`src/rtl/cccc_pkg.sv`:
```
// shared types, constants and helpers for the coin credit channel controller
package cccc_pkg;

  localparam int unsigned NUM_CHANNELS = 64;
  localparam int unsigned CH_W         = 6;
  localparam int unsigned CREDIT_W     = 24;
  localparam int unsigned VALUE_W      = 16;
  localparam int unsigned RELOAD_W     = 8;
  localparam int unsigned CFG_IDX_W    = 3;

  localparam logic [CH_W-1:0]     CH_LAST    = CH_W'(NUM_CHANNELS - 1);
  localparam logic [CREDIT_W-1:0] CREDIT_MAX = '1;

  localparam logic [VALUE_W-1:0]  COIN_A_RESET     = 16'd100;
  localparam logic [VALUE_W-1:0]  COIN_B_RESET     = 16'd200;
  localparam logic [VALUE_W-1:0]  COIN_C_RESET     = 16'd500;
  localparam logic [VALUE_W-1:0]  BLINK_TH_RESET   = 16'd15;
  localparam logic [VALUE_W-1:0]  LINE_TH_RESET    = 16'd6;
  localparam logic [RELOAD_W-1:0] TICK_RELOAD_RESET = 8'd1;

  typedef enum logic [3:0] {
    OP_COIN        = 4'd0,
    OP_TICK        = 4'd1,
    OP_UP          = 4'd2,
    OP_DOWN        = 4'd3,
    OP_VIDEO_LOST  = 4'd4,
    OP_ON          = 4'd5,
    OP_OFF         = 4'd6,
    OP_SERVICE_IN  = 4'd7,
    OP_SERVICE_OUT = 4'd8,
    OP_IDLE        = 4'd9
  } op_e;

  typedef enum logic [CFG_IDX_W-1:0] {
    CFG_COIN_A      = 3'd0,
    CFG_COIN_B      = 3'd1,
    CFG_COIN_C      = 3'd2,
    CFG_BLINK_TH    = 3'd3,
    CFG_LINE_TH     = 3'd4,
    CFG_TICK_RELOAD = 3'd5
  } cfg_idx_e;

  // the last code is a coin kind that the booth refuses
  typedef enum logic [1:0] {
    KIND_A    = 2'd0,
    KIND_B    = 2'd1,
    KIND_C    = 2'd2,
    KIND_NONE = 2'd3
  } coin_kind_e;

  function automatic logic [3:0] rev4(input logic [3:0] v);
    rev4 = {v[0], v[1], v[2], v[3]};
  endfunction

endpackage

```
`src/rtl/coin_credit_channel_controller_unit.sv`:
```
// coin credit and channel controller for a pay video booth
// an accepted item's result is registered at the accept edge
// throughput: one item per cycle; the booth state updates at the accept edge, so
//   the next item sees it with no bubble, and the output register lets a new item
//   in while the previous result is taken in the same cycle, else input stalls
// reset: async active low, booth off, zero credit, channel 0, registers at defaults
module coin_credit_channel_controller_unit import cccc_pkg::*; (
  input  logic                 clk_i,
  input  logic                 rst_ni,
  // configuration write port
  input  logic                 cfg_we_i,
  input  logic [CFG_IDX_W-1:0] cfg_idx_i,
  input  logic [VALUE_W-1:0]   cfg_data_i,
  // event input channel
  input  logic                 in_valid_i,
  output logic                 in_ready_o,
  input  logic [3:0]           op_i,
  input  logic [1:0]           coin_kind_i,
  // result channel
  output logic                 out_valid_o,
  input  logic                 out_ready_i,
  output logic                 booth_active_o,
  output logic [CREDIT_W-1:0]  credit_o,
  output logic [CH_W-1:0]      channel_o,
  output logic                 coin_line_o,
  output logic                 low_credit_blink_o,
  output logic [2:0]           last_coin_flags_o,
  output logic                 service_active_o,
  output logic [7:0]           matrix_low_byte_o,
  output logic [3:0]           matrix_high_nibble_o
);

  // configuration registers
  logic [VALUE_W-1:0]  coin_a_q, coin_b_q, coin_c_q;
  logic [VALUE_W-1:0]  blink_th_q, line_th_q;
  logic [RELOAD_W-1:0] tick_reload_q;

  // booth state
  logic                active_q, active_d;
  logic [CREDIT_W-1:0] credit_q, credit_d;
  logic [RELOAD_W-1:0] prescale_q, prescale_d;
  logic [CH_W-1:0]     chan_q, chan_d;
  logic                dir_down_q, dir_down_d;
  logic                service_q, service_d;
  logic                blink_q, blink_d;
  logic                line_q, line_d;
  logic [2:0]          flags_q, flags_d;

  // result register
  logic                out_valid_q;
  logic [7:0]          mlow_q, mlow_d;
  logic [3:0]          mhigh_q, mhigh_d;
  logic                act_out_q;
  logic [CREDIT_W-1:0] credit_out_q;
  logic [CH_W-1:0]     chan_out_q;
  logic                line_out_q, blink_out_q, service_out_q;
  logic [2:0]          flags_out_q;

  logic                accept;
  logic [VALUE_W-1:0]  coin_add;
  logic [CREDIT_W:0]   coin_sum;
  logic [CREDIT_W-1:0] credit_dec;
  logic                step_en;
  logic                step_down;
  logic [3:0]          cs;

  // output register frees up when empty or being drained this cycle
  assign in_ready_o = !out_valid_q || out_ready_i;
  assign accept     = in_valid_i && in_ready_o;

  always_ff @(posedge clk_i or negedge rst_ni) begin
    if (!rst_ni) begin
      coin_a_q      <= COIN_A_RESET;
      coin_b_q      <= COIN_B_RESET;
      coin_c_q      <= COIN_C_RESET;
      blink_th_q    <= BLINK_TH_RESET;
      line_th_q     <= LINE_TH_RESET;
      tick_reload_q <= TICK_RELOAD_RESET;
    end else if (cfg_we_i) begin
      case (cfg_idx_e'(cfg_idx_i))
        CFG_COIN_A:      coin_a_q      <= cfg_data_i;
        CFG_COIN_B:      coin_b_q      <= cfg_data_i;
        CFG_COIN_C:      coin_c_q      <= cfg_data_i;
        CFG_BLINK_TH:    blink_th_q    <= cfg_data_i;
        CFG_LINE_TH:     line_th_q     <= cfg_data_i;
        CFG_TICK_RELOAD: tick_reload_q <= cfg_data_i[RELOAD_W-1:0];
        default: ;
      endcase
    end
  end

  // coin value select and saturating add
  always_comb begin
    case (coin_kind_e'(coin_kind_i))
      KIND_A:  coin_add = coin_a_q;
      KIND_B:  coin_add = coin_b_q;
      default: coin_add = coin_c_q;
    endcase
  end

  assign coin_sum   = {1'b0, credit_q} + {{(CREDIT_W + 1 - VALUE_W){1'b0}}, coin_add};
  assign credit_dec = credit_q - CREDIT_W'(1);

  // next booth state for the current item
  always_comb begin
    active_d   = active_q;
    credit_d   = credit_q;
    prescale_d = prescale_q;
    chan_d     = chan_q;
    dir_down_d = dir_down_q;
    service_d  = service_q;
    blink_d    = blink_q;
    line_d     = line_q;
    flags_d    = flags_q;
    step_en    = 1'b0;
    step_down  = dir_down_q;

    case (op_e'(op_i))
      OP_COIN: begin
        if (!service_q && coin_kind_e'(coin_kind_i) != KIND_NONE) begin
          if (!active_q) begin
            chan_d   = '0;
            active_d = 1'b1;
          end
          credit_d = coin_sum[CREDIT_W] ? CREDIT_MAX : coin_sum[CREDIT_W-1:0];
          line_d   = 1'b1;
          blink_d  = 1'b0;
          flags_d  = 3'(1) << coin_kind_i;
        end
      end
      OP_TICK: begin
        if (!service_q) begin
          if (prescale_q == '0) begin
            prescale_d = tick_reload_q;
            if (active_q) begin
              if (credit_q == '0) begin
                // out of credit: booth switches off, prescaler still reloaded
                active_d   = 1'b0;
                chan_d     = '0;
                dir_down_d = 1'b0;
                service_d  = 1'b0;
                blink_d    = 1'b0;
                line_d     = 1'b0;
                flags_d    = '0;
              end else begin
                credit_d = credit_dec;
                if (credit_dec < {{(CREDIT_W - VALUE_W){1'b0}}, blink_th_q}) begin
                  blink_d = 1'b1;
                end
                if (credit_dec < {{(CREDIT_W - VALUE_W){1'b0}}, line_th_q}) begin
                  line_d = 1'b0;
                end
              end
            end
          end else begin
            prescale_d = prescale_q - RELOAD_W'(1);
          end
        end
      end
      OP_UP, OP_DOWN: begin
        if (active_q) begin
          dir_down_d = (op_e'(op_i) == OP_DOWN);
          step_down  = (op_e'(op_i) == OP_DOWN);
          step_en    = 1'b1;
        end
      end
      OP_VIDEO_LOST: begin
        step_en = active_q;
      end
      OP_ON: begin
        active_d = 1'b1;
      end
      OP_OFF: begin
        active_d   = 1'b0;
        credit_d   = '0;
        chan_d     = '0;
        dir_down_d = 1'b0;
        service_d  = 1'b0;
        blink_d    = 1'b0;
        line_d     = 1'b0;
        flags_d    = '0;
      end
      OP_SERVICE_IN: begin
        if (!service_q) begin
          service_d = 1'b1;
          chan_d    = '0;
          active_d  = 1'b1;
        end
      end
      OP_SERVICE_OUT: begin
        if (service_q) begin
          active_d   = 1'b0;
          credit_d   = '0;
          chan_d     = '0;
          dir_down_d = 1'b0;
          service_d  = 1'b0;
          blink_d    = 1'b0;
          line_d     = 1'b0;
          flags_d    = '0;
        end
      end
      default: ;
    endcase

    // channel step with wrap over the channel count, clears coin flags
    if (step_en) begin
      if (step_down) begin
        chan_d = (chan_q == '0) ? CH_LAST : chan_q - CH_W'(1);
      end else begin
        chan_d = (chan_q >= CH_LAST) ? '0 : chan_q + CH_W'(1);
      end
      flags_d = '0;
    end
  end

  // video matrix word from the new channel, blank while the booth is off
  assign cs = rev4(4'(1) << chan_d[5:4]);

  always_comb begin
    if (active_d) begin
      mlow_d  = {rev4(chan_d[3:0]), cs};
      mhigh_d = cs;
    end else begin
      mlow_d  = '0;
      mhigh_d = '0;
    end
  end

  always_ff @(posedge clk_i or negedge rst_ni) begin
    if (!rst_ni) begin
      active_q    <= 1'b0;
      credit_q    <= '0;
      prescale_q  <= '0;
      chan_q      <= '0;
      dir_down_q  <= 1'b0;
      service_q   <= 1'b0;
      blink_q     <= 1'b0;
      line_q      <= 1'b0;
      flags_q     <= '0;
      out_valid_q <= 1'b0;
    end else begin
      if (accept) begin
        active_q    <= active_d;
        credit_q    <= credit_d;
        prescale_q  <= prescale_d;
        chan_q      <= chan_d;
        dir_down_q  <= dir_down_d;
        service_q   <= service_d;
        blink_q     <= blink_d;
        line_q      <= line_d;
        flags_q     <= flags_d;
        out_valid_q <= 1'b1;
      end else if (out_ready_i) begin
        out_valid_q <= 1'b0;
      end
    end
  end

  // result payload, loaded on accept
  always_ff @(posedge clk_i) begin
    if (accept) begin
      act_out_q     <= active_d;
      credit_out_q  <= credit_d;
      chan_out_q    <= chan_d;
      line_out_q    <= line_d;
      blink_out_q   <= blink_d;
      flags_out_q   <= flags_d;
      service_out_q <= service_d;
      mlow_q        <= mlow_d;
      mhigh_q       <= mhigh_d;
    end
  end

  assign out_valid_o          = out_valid_q;
  assign booth_active_o       = act_out_q;
  assign credit_o             = credit_out_q;
  assign channel_o            = chan_out_q;
  assign coin_line_o          = line_out_q;
  assign low_credit_blink_o   = blink_out_q;
  assign last_coin_flags_o    = flags_out_q;
  assign service_active_o     = service_out_q;
  assign matrix_low_byte_o    = mlow_q;
  assign matrix_high_nibble_o = mhigh_q;

endmodule

```
`config.mk`:
```
export PLATFORM = sky130hd
export DESIGN_NAME = coin_credit_channel_controller_unit
export DESIGN_NICKNAME = d
export VERILOG_FILES = /design/src/rtl/cccc_pkg.sv /design/src/rtl/coin_credit_channel_controller_unit.sv
export SDC_FILE = /design/constraint.sdc
export NUM_CORES = 1
export LEC_CHECK = 0
export BUFFER_PORTS_ARGS = -buffer_cell sky130_fd_sc_hd__buf_2
export CAP_MARGIN = 20
export CORE_ASPECT_RATIO = 1.75
export CORE_MARGIN = 8
export CORE_UTILIZATION = 63
export CTS_BUF_LIST = sky130_fd_sc_hd__clkbuf_2
export DETAILED_ROUTE_END_ITERATION = 8
export PLACE_DENSITY = 0.85
export SLEW_MARGIN = 40
export SYNTH_ARGS = -nofsm -noshare
export SYNTH_HDL_FRONTEND = slang
export SYNTH_SLANG_ARGS = --single-unit
```
`constraint.sdc`:
```
create_clock -name clk_i -period 4.1 [get_ports clk_i]
set_input_delay 0 -clock clk_i [delete_from_list [all_inputs] [get_ports clk_i]]
set_output_delay 0 -clock clk_i [all_outputs]
set_load 0.02 [all_outputs]
```
==> results of run 1 <==
[repair_timing]
action,CTS,global route
hold buffers,81,2
endpoints found under the setup margin,0,8
hold endpoints to repair,296,2
setup buffers,0,0
gates resized for setup,0,1
[cells by family after synthesis]
logic type                 after synthesis  share of synthesized area [%]
and+or+nand+nor                        344                           15.5
AOI/OAI and AO/OA                      325                           18.5
DFF                                    180                           42.7
buffers and inverters                  130                           4.92
muxes                                  106                           10.5
adders and majority gates               51                           5.79
xor gates and xnor gates                28                           2.20
[final timing paths]
check	to	slack, ns	depth (start not counted)
worst min register to register	coin_a_q[9]$_DFFE_PN0P_	0.54	1
worst min-delay path	line_th_q[5]$_DFFE_PN0P_	0.04	4
min in group asynchronous	coin_a_q[6]$_DFFE_PN1P_	0.28	3
max in group asynchronous	blink_th_q[10]$_DFFE_PN0P_	3.31	4
worst max register to register	credit_o[7]$_DFFE_PP_	0.28	11
worst max-delay path	credit_o[7]$_DFFE_PP_	0.28	11
[registers in the layout (all words and copies together), names as in the netlist]
signal              flops
line_q                  1
blink_q                 1
credit_q               24
coin_b_q               16
matrix_low_byte_o       8
coin_c_q               16
blink_th_q             16
channel_o               6
service_active_o        1
coin_a_q               16
prescale_q              8
credit_o               24
active_q                1
booth_active_o          1
line_th_q              16
low_credit_blink_o      1
last_coin_flags_o       3
coin_line_o             1
service_q               1
dir_down_q              1
tick_reload_q           8
chan_q                  6
out_valid_o             1
flags_q                 3
[synth_stat cells (6+ instances only)]
cell type	number	area share, %
o22ai_1	6	0.34
nand3_1	30	1.3
a21oi_1	72	3.2
a211oi_1	9	0.61
o21ai_1	10	0.45
or3_1	11	0.62
clkbuf_1	54	1.8
nor2_1	62	2.1
dfstp_2	19	4.5
nand4_1	14	0.79
nor2b_1	10	0.56
o221ai_1	11	0.86
or2_2	6	0.34
inv_1	56	1.9
mux2i_1	23	2.1
nand2_1	111	3.7
a31oi_1	18	1.0
xnor2_1	18	1.4
xor2_1	10	0.79
o211ai_1	11	0.74
and2_1	6	0.34
nor4_1	6	0.34
edfxtp_1	45	12
o21ai_0	95	4.3
and4_1	6	0.47
ha_1	50	5.6
and3_1	11	0.62
nand2b_1	10	0.56
dfrtp_1	116	26
nor3_1	37	1.7
buf_2	6	0.27
o31ai_1	11	0.74
mux2_2	83	8.4
a21o_1	20	1.3
[per-stage QoR]
stage	hold WS, ns	std cells	utilization (%)
3_3_place_gp	0.200	1428	67.5
6_report	0.0372	1545	74.2
2_1_floorplan	-0.296	1164	-
4_1_cts	0.00383	1541	73.9
3_5_place_dp	0.118	1428	67.6
5_1_grt	0.00307	1544	74.1
[routing by layer]
| metal | up-vias | GRT usage [%] | part of all wire, % |
|---|---|---|---|
| li1 | 4547 | - | - |
| met5 | - | 0 | 0 |
| met3 | 165 | 5.76 | 6.7 |
| met4 | 0 | 22.8 | 7.3 |
| met1 | 4814 | 33.3 | 35 |
| met2 | 485 | 52.8 | 51 |
[where the power goes]
group	switching, mW	leakage (nW)	internal [mW]
registers	0.378	2.08	2.24
clock network	0.648	0.159	0.406
logic	1.58	3.27	1.15
total	2.60	5.51	3.80
[critical path: cells and delay by family (launching register included)]
| kind | cells | cell delay, ns |
|---|---|---|
| simple gates | 2 | 0.60 |
| compound gates | 6 | 1.70 |
| mux | 1 | 0.18 |
| flops | 1 | 0.45 |
| fa+ha+maj | 2 | 0.68 |
[area by class of cell]
cell class | instances | area share, %
clock inverters | 13 | 1.40
clock buffers | 19 | 0.738
repair buffers | 190 | 11.3
diodes | 2 | 0.0388
flip-flops and latches | 180 | 36.9
multi-input cells | 854 | 45.8
well taps | 231 | 2.24
inverters | 56 | 1.63
==> flow_metrics.env, run 1 <==
export IMPL_drc=0
export IMPL_io_pins=81
export IMPL_synth_seq_area_share_pct=42.7
export IMPL_dr_first_iter_drc_count=828
export IMPL_design_core_area_sq_um=17400
export IMPL_fmax_ghz=0.262
export IMPL_grt_pass1_vias=10200
export IMPL_crit_slowest_cell="dfrtp_1"
export IMPL_cts_buffers=17
export IMPL_rows=64
export IMPL_ys_ff_latch=180
export IMPL_async_reset_ff_share_pct=75.0
export IMPL_final_cell_mix="dfrtp_1 (116), nand2_1 (110), o21ai_0 (95)"
export IMPL_hold_class="in -> reg"
export IMPL_grt_pass1_wl_microns=52900
export IMPL_antenna_found_initial=1
export IMPL_first_pass_iters=5
export IMPL_viasPerCell=6.48
export IMPL_syn_num_nets=1245
export IMPL_synthDistinctLibCells=83
export IMPL_regArea_sq_um=4750
export IMPL_dieArea_sq_um=22400
export IMPL_crit_start="coin_b_q[0]$_DFFE_PN0P_"
export IMPL_multi_input_comb_area_sq_um=5900
export IMPL_initial_utilization_pct=64.1
export IMPL_antenna_left=0
export IMPL_dp_hpwl_microns=22600
export IMPL_synth_edf_count=45
export IMPL_crit_type="reg -> reg"
export IMPL_syn_inst=1164
export IMPL_worstHoldStart="cfg_data_i[5]"
export IMPL_cts_buffer_depth=2
export IMPL_vias=10000
export IMPL_syn_area_per_cell_sq_um=9.57
export IMPL_htreeDepth=4
export IMPL_grt_max_degree=89
export IMPL_num_fill_cells=1249
export IMPL_layout_commonest_cell="dfrtp_1"
export IMPL_cts_tree="done"
export IMPL_r2r_start="coin_b_q[0]$_DFFE_PN0P_"
export IMPL_io_buffers=80
export IMPL_critPathCaptureType="register"
export IMPL_yosys_warnings=0
export IMPL_routed_wl_microns=33200
export IMPL_die_width_microns=117
export IMPL_slew_viol_final=0
export IMPL_drive_gt1_share_pct=20.8
export IMPL_ir_worst_vdd_mv=0.338
export IMPL_maxSlewHeadroom_pct=36.4
export IMPL_max_slew_worst_pin_slew_ns=0.948
export IMPL_crit_path_max_incr_delay_ns=0.45
export IMPL_nNetsFinal=1380
export IMPL_placed_cell_area_sq_um=11700
export IMPL_synth_flop_cell="dfrtp_1"
export IMPL_grt_setup_unrepaired="no"
export IMPL_grt_util_all_layers_pct=31.0
export IMPL_finClkSkew_ns=0.0497
export IMPL_syn_area_sq_um=11100
export IMPL_clock_root_buffer="clkbuf_2"
export IMPL_crit_required_ns=4.74
export IMPL_gp_congestion=0.961
export IMPL_cts_sinks=180
export IMPL_p_leak_nw=5.51
export IMPL_cp_cell_sequence="mux2i_1 > o21ai_0 > ha_1 > fa_1 > a211oi_1 > o211ai_1 > and4_1 > o211ai_1 > nand2_2 > o22a_1 > a221o_1"
export IMPL_cpMostUsedCell="o211ai_1"
export IMPL_worstSkewPairLatency_ns=0.86
export IMPL_gr_total_overflow=0
export IMPL_fin_crit_sh_pct=93.1
export IMPL_dp_slack_ns=0.365
export IMPL_power_density_nw_per_um2=497
export IMPL_period_needed_ns=3.82
export IMPL_avgRoutedWirePerCell_microns=21.5
export IMPL_path_max_fanout=14
export IMPL_fp_dieH_microns=192
export IMPL_crit_arrival_ns=4.45
export IMPL_layout_setup_ws_ns=0.284
export IMPL_design_area_sq_um=12900
export IMPL_p_total_mw=6.40
export IMPL_start_kind="register"
export IMPL_maxCapViolations=0
export IMPL_clkSlewWorstSetupHoldPaths_ns=0.25
export IMPL_hold_viol_final=0
export IMPL_setup_viol=0
export IMPL_status="complete, no violations"
export IMPL_setup_tns_ns=0
export IMPL_syn2layout_area_growth_pct=15.6
Note: power is estimated with default switching activity, not from simulation.
==> inputs of run 2 (changes only) <==
Settings changed: CORE_UTILIZATION 63 to 61, CTS_BUF_LIST sky130_fd_sc_hd__clkbuf_2 to not set, PLACE_DENSITY 0.85 to 0.83.
==> run 2 against run 1 <==
  * Clock skew fell by 0.036 ns
  * Via count fell by 2.9%
  * Combinational power fell by 4%
  * Final cell count fell by 4.0%
  * Sequential share of layout area rose by 0.86 points
  * Register-to-register slack improved by 0.06 ns
  * Hold slack got worse by 0.028 ns
  * Critical path type unchanged
  * Critical endpoint is now credit_o[9]$_DFFE_PP_
  * Largest power group is now sequential cells
==> flow_metrics.env, run 2 (synthesis results as in run 1) <==
export IMPL_maxSlewHeadroom_pct=42.1
export IMPL_io_pins=81
export IMPL_cts_tree="done"
export IMPL_syn2layout_area_growth_pct=13.0
export IMPL_cts_buffer_depth=2
export IMPL_start_kind="register"
export IMPL_antenna_left=0
export IMPL_htreeDepth=4
export IMPL_cts_setup_buffers=0
export IMPL_layout_commonest_cell="dfrtp_1"
export IMPL_fin_crit_sh_pct=91.7
export IMPL_dieArea_sq_um=23000
export IMPL_initial_utilization_pct=62.0
export IMPL_setup_viol=0
export IMPL_cts_sinks=180
export IMPL_dp_hpwl_microns=22500
export IMPL_placed_cell_area_sq_um=11800
export IMPL_hold_viol_final=0
export IMPL_crit_arrival_ns=3.91
export IMPL_crit_type="reg -> reg"
export IMPL_antenna_found_initial=0
export IMPL_ctsHoldBuffers=19
export IMPL_p_seq_share_pct=37.6
export IMPL_max_slew_worst_pin_slew_ns=0.867
export IMPL_nNetsFinal=1317
export IMPL_ir_worst_vdd_mv=0.404
export IMPL_path_max_fanout=11
export IMPL_setup_tns_ns=0
export IMPL_grt_util_all_layers_pct=28.0
export IMPL_cp_cell_sequence="mux2i_1 > o21ai_0 > ha_1 > fa_1 > a211oi_1 > o211ai_1 > and4_1 > o211ai_1 > nand2_1 > buf_4 > o22ai_1 > o221ai_1"
export IMPL_swShare_pct=38.0
export IMPL_p_int_mw=4.34
export IMPL_p_clk_share_pct=24.9
export IMPL_design_area_sq_um=12600
export IMPL_avgRoutedWirePerCell_microns=21.5
export IMPL_crit_required_ns=4.25
export IMPL_cts_resized=0
export IMPL_netSwitchingPower_mw=2.66
export IMPL_crit_start="coin_b_q[0]$_DFFE_PN0P_"
export IMPL_fmax_ghz=0.266
export IMPL_diodes=0
export IMPL_comb_power_share_pct=37.4
export IMPL_first_pass_iters=6
export IMPL_grt_setup_unrepaired="no"
export IMPL_worstSkewPairLatency_ns=0.44
export IMPL_maxCapViolations=0
export IMPL_final_cell_mix="dfrtp_1 (116), nand2_1 (111), o21ai_0 (95)"
export IMPL_power_density_nw_per_um2=556
export IMPL_hold_class="in -> async"
export IMPL_worst_hold_slack_ns=0.00963
export IMPL_clock_root_buffer="clkbuf_16"
export IMPL_die_width_microns=118
export IMPL_design_core_area_sq_um=18000
export IMPL_critPathCaptureType="register"
export IMPL_slew_viol_final=0
export IMPL_num_fill_cells=1364
export IMPL_drc=0
export IMPL_p_leak_nw=5.41
export IMPL_crit_slowest_cell="fa_1"
export IMPL_grt_pass1_wl_microns=51300
export IMPL_p_total_mw=7.00
export IMPL_fp_dieH_microns=195
export IMPL_cts_buffers=17
export IMPL_grt_pass1_vias=9725
export IMPL_r2r_start="coin_b_q[0]$_DFFE_PN0P_"
export IMPL_routed_wl_microns=31900
export IMPL_io_buffers=80
export IMPL_cpMostUsedCell="o211ai_1"
export IMPL_vias=9720
export IMPL_rows=65
export IMPL_gp_congestion=0.966
export IMPL_period_needed_ns=3.76
export IMPL_clkSlewWorstSetupHoldPaths_ns=0.08
export IMPL_finClkSkew_ns=0.0142
export IMPL_grt_max_degree=108
export IMPL_drive_gt1_share_pct=21.5
export IMPL_dr_first_iter_drc_count=804
export IMPL_viasPerCell=6.55
export IMPL_status="complete, no violations"
export IMPL_gr_total_overflow=0
export IMPL_crit_path_max_incr_delay_ns=0.44
-- run 2: cell types whose count changed in the layout (fill, tap and decap cells not counted), moves of 2 or more --
cell	before	now
clkbuf_16	0	18
clkinvlp_4	3	0
dlygate4sd3_1	81	19
clkbuf_2	19	0
diode_2	2	0
bufinv_16	4	2
clkbuf_8	0	4
-- run 2: worst paths after layout --
| path | endpoint | slack, ns | cells past startpoint |
|---|---|---|---|
| worst min register to register | flags_q[1]$_DFFE_PN0P_ | 0.50 | 1 |
| max in group asynchronous | line_th_q[2]$_DFFE_PN1P_ | 3.37 | 3 |
| worst max-delay path | credit_o[9]$_DFFE_PP_ | 0.34 | 12 |
| worst max register to register | credit_o[9]$_DFFE_PP_ | 0.34 | 12 |
| min in group clk_i | dir_down_q$_DFFE_PN0P_ | 0.06 | 2 |
| worst min-delay path | credit_q[1]$_DFFE_PN0P_ | 0.01 | 2 |
-- run 2: critical path: cells and delay by family, from the launching register on --
kind	cells	cell delay (ns)
flops	1	0.39
buf+inv	1	0.30
mux	1	0.13
compound gates	6	1.33
simple gates	2	0.66
fa+ha+maj	2	0.67
-- run 2: area by class of cell --
class / count / area [sq um] / share of cell area, %
Inverter: 56 / 210 / 1.67
Clock buffer: 23 / 509 / 4.04
Sequential cell: 180 / 4750 / 37.7
Multi-Input combinational cell: 854 / 5880 / 46.7
Tap cell: 234 / 293 / 2.32
Clock inverter: 9 / 113 / 0.894
Timing Repair Buffer: 127 / 831 / 6.60
-- run 2: metal layers --
metal | up-vias | wire length (microns) | global-route usage, % | share of wire (%)
met1 | 4680 | 11500 | 30.3 | 36
li1 | 4435 | - | - | -
met5 | - | 0 | 0 | 0
met3 | 136 | 2180 | 5.80 | 6.8
met2 | 469 | 16500 | 49.4 | 52
met4 | 0 | 1740 | 16.5 | 5.5
-- run 2: power by group through the flow --
stage | sequential [mW] | clock [mW] | combinational, mW
after floorplan | 2.50 | 0 | 1.95
after global placement | 2.63 | 0 | 2.45
after detailed placement | 2.65 | 0 | 2.51
after CTS | 2.62 | 1.76 | 2.57
after global routing | 2.68 | 1.83 | 2.88
final | 2.63 | 1.74 | 2.62
-- run 2: metrics by stage --
stage / setup slack (ns) / cells / util [%]
finish: 0.339 / 1483 / 70.1
global route: 0.174 / 1483 / 70.1
CTS: 0.428 / 1482 / 69.9
detailed placement: 0.454 / 1431 / 65.4
global placement: 0.561 / 1431 / 65.3
floorplan: 0.383 / 1164 / -
==> inputs of run 3 (changes only) <==
Settings changed: BUFFER_PORTS_ARGS -buffer_cell sky130_fd_sc_hd__buf_2 to -buffer_cell sky130_fd_sc_hd__clkbuf_2, CTS_CLUSTER_SIZE set to 8.
==> run 3 against run 2 <==
  * First-iteration DRC count rose by 3.5%
  * Flip-flop and latch count did not move
  * Die area did not move
  * Maximum frequency fell by 2.2%
  * Register-to-register slack got worse by 0.09 ns
  * Non-clock buffer count fell by 3
  * Sequential power barely moved
  * Critical path depth fell by 1
  * Largest power group unchanged
==> flow_metrics.env, run 3 (synthesis results as in run 1) <==
export IMPL_status="complete, no violations"
export IMPL_syn2layout_area_growth_pct=13.1
export IMPL_dr_first_iter_drc_count=832
export IMPL_placed_cell_area_sq_um=11800
export IMPL_grt_setup_unrepaired="no"
export IMPL_design_core_area_sq_um=18000
export IMPL_grt_pass1_vias=9724
export IMPL_maxCapViolations=0
export IMPL_setup_viol=0
export IMPL_setup_tns_ns=0
export IMPL_grt_pass1_wl_microns=51200
export IMPL_cts_buffer_depth=2
export IMPL_crit_type="reg -> reg"
export IMPL_crit_required_ns=4.29
export IMPL_p_int_mw=4.34
export IMPL_final_cell_mix="dfrtp_1 (116), nand2_1 (111), o21ai_0 (95)"
export IMPL_first_pass_iters=5
export IMPL_layout_commonest_cell="dfrtp_1"
export IMPL_maxSlewHeadroom_pct=41.1
export IMPL_drc=0
export IMPL_gr_total_overflow=0
export IMPL_hold_viol_final=0
export IMPL_swShare_pct=38.2
export IMPL_antenna_left=0
export IMPL_viasPerCell=6.55
export IMPL_fp_dieH_microns=195
export IMPL_dp_hpwl_microns=22600
export IMPL_rows=65
export IMPL_cts_sinks=180
export IMPL_p_leak_nw=5.41
export IMPL_period_needed_ns=3.85
export IMPL_r2r_cells=11
export IMPL_start_kind="register"
export IMPL_gp_congestion=0.963
export IMPL_crit_path_max_incr_delay_ns=0.45
export IMPL_drive_gt1_share_pct=21.5
export IMPL_nNetsFinal=1314
export IMPL_crit_arrival_ns=4.04
export IMPL_max_slew_worst_pin_slew_ns=0.880
export IMPL_diodes=0
export IMPL_ctsHoldBuffers=19
export IMPL_comb_power_share_pct=37.2
export IMPL_cpMostUsedCell="o211ai_1"
export IMPL_routed_wl_microns=31900
export IMPL_netSwitchingPower_mw=2.69
export IMPL_crit_family="compound AO/OA/AOI/OAI gates"
export IMPL_io_pins=81
export IMPL_cts_setup_buffers=0
export IMPL_avgRoutedWirePerCell_microns=21.6
export IMPL_p_clk_share_pct=25.1
export IMPL_grt_util_all_layers_pct=28.0
export IMPL_fmax_ghz=0.260
export IMPL_clkSlewWorstSetupHoldPaths_ns=0.08
export IMPL_htreeDepth=4
export IMPL_critPathCaptureType="register"
export IMPL_finClkSkew_ns=0.0150
export IMPL_worstSkewPairLatency_ns=0.44
export IMPL_reg2reg_to="credit_o[7]$_DFFE_PP_"
export IMPL_cts_buffers=17
export IMPL_p_seq_share_pct=37.7
export IMPL_io_buffers=80
export IMPL_worst_path_buf_inv=0
export IMPL_antenna_found_initial=1
export IMPL_ff2ff_setup_slack_ns=0.25
export IMPL_path_max_fanout=11
export IMPL_ir_worst_vdd_mv=0.322
export IMPL_cts_resized=0
export IMPL_crit_slowest_cell="fa_1"
export IMPL_vias=9700
export IMPL_die_width_microns=118
export IMPL_fin_crit_sh_pct=93.8
export IMPL_clock_root_buffer="clkbuf_16"
export IMPL_dieArea_sq_um=23000
export IMPL_grt_max_degree=106
export IMPL_design_area_sq_um=12600
export IMPL_r2r_start="coin_b_q[0]$_DFFE_PN0P_"
export IMPL_hold_class="in -> async"
export IMPL_slew_viol_final=0
export IMPL_initial_utilization_pct=62.0
export IMPL_power_density_nw_per_um2=558
export IMPL_cts_tree="done"
export IMPL_cp_cell_sequence="mux2i_1 > o21ai_0 > ha_1 > fa_1 > a211oi_1 > o211ai_1 > and4_1 > o211ai_1 > nand2_1 > o22a_1 > a221o_1"
==> run 3: changes by cell type in the layout (fill, tap and decap cells not counted), moves of 2 or more <==
| cell | change |
|---|---|
| clkbuf_8 | -3 |
| buf_2 | -79 |
| inv_4 | -2 |
| buf_4 | -4 |
| clkbuf_2 | +79 |
| clkinv_4 | +3 |
==> run 3: area by class of cell <==
| cell class | instances | area (sq um) |
|---|---|---|
| Fill cell | 1363 | 5370 |
| Clock inverter | 13 | 170 |
| Inverter | 56 | 210 |
| Sequential cell | 180 | 4750 |
| Multi-Input combinational cell | 854 | 5890 |
| Timing Repair Buffer | 124 | 821 |
| Tap cell | 234 | 293 |
| Clock buffer | 19 | 464 |
==> run 3: through the flow <==
| stage | util (%) | power (mW) | cells | hold slack, ns | worst slack (ns) |
|---|---|---|---|---|---|
| after global routing | 70.1 | 7.43 | 1480 | 0.0226 | 0.0782 |
| final | 70.1 | 7.03 | 1480 | 0.0183 | 0.254 |
| after floorplan | - | 4.45 | 1164 | -0.296 | 0.383 |
| after detailed placement | 65.4 | 5.17 | 1428 | 0.110 | 0.443 |
| after global placement | 65.2 | 5.08 | 1428 | 0.191 | 0.539 |
| after CTS | 70.0 | 6.98 | 1479 | 0.0208 | 0.419 |
==> run 3: worst max path at each step <==
stage,from,end,slack [ns],depth (start not counted)
6_report,coin_b_q[0]$_DFFE_PN0P_,credit_o[7]$_DFFE_PP_,0.25,11
5_1_grt,credit_q[0]$_DFFE_PN0P_,coin_line_o$_DFFE_PP_,0.08,13
4_1_cts,coin_b_q[0]$_DFFE_PN0P_,credit_o[7]$_DFFE_PP_,0.42,11
3_5_place_dp,coin_a_q[0]$_DFFE_PN0P_,credit_o[7]$_DFFE_PP_,0.44,11
3_3_place_gp,credit_q[0]$_DFFE_PN0P_,blink_q$_DFFE_PN0P_,0.54,13
2_1_floorplan,coin_kind_i[0],credit_o[3]$_DFFE_PP_,0.38,13
==> run 3: worst reg2reg max path, stage by stage, from the launching register on <==
cell,delay [ns]
dfrtp_1,0.38
mux2i_1,0.16
o21ai_0,0.12
ha_1,0.25
fa_1,0.45
a211oi_1,0.34
o211ai_1,0.29
and4_1,0.32
o211ai_1,0.21
nand2_1,0.41
o22a_1,0.35
a221o_1,0.34
==> run 3: power groups by stage <==
stage,registers [mW],clock network [mW],logic (mW)
after CTS,2.63,1.78,2.57
after floorplan,2.50,0,1.95
after global routing,2.69,1.86,2.87
after global placement,2.64,0,2.44
final,2.65,1.76,2.62
after detailed placement,2.66,0,2.51
==> run 3: layer usage <==
layer	GRT usage (%)	vias to the layer above	share of wire [%]
met5	0	-	0.041
met4	17.6	2	5.1
met3	5.19	125	6.1
met2	49.8	454	53
met1	29.9	4707	36
li1	-	4412	-
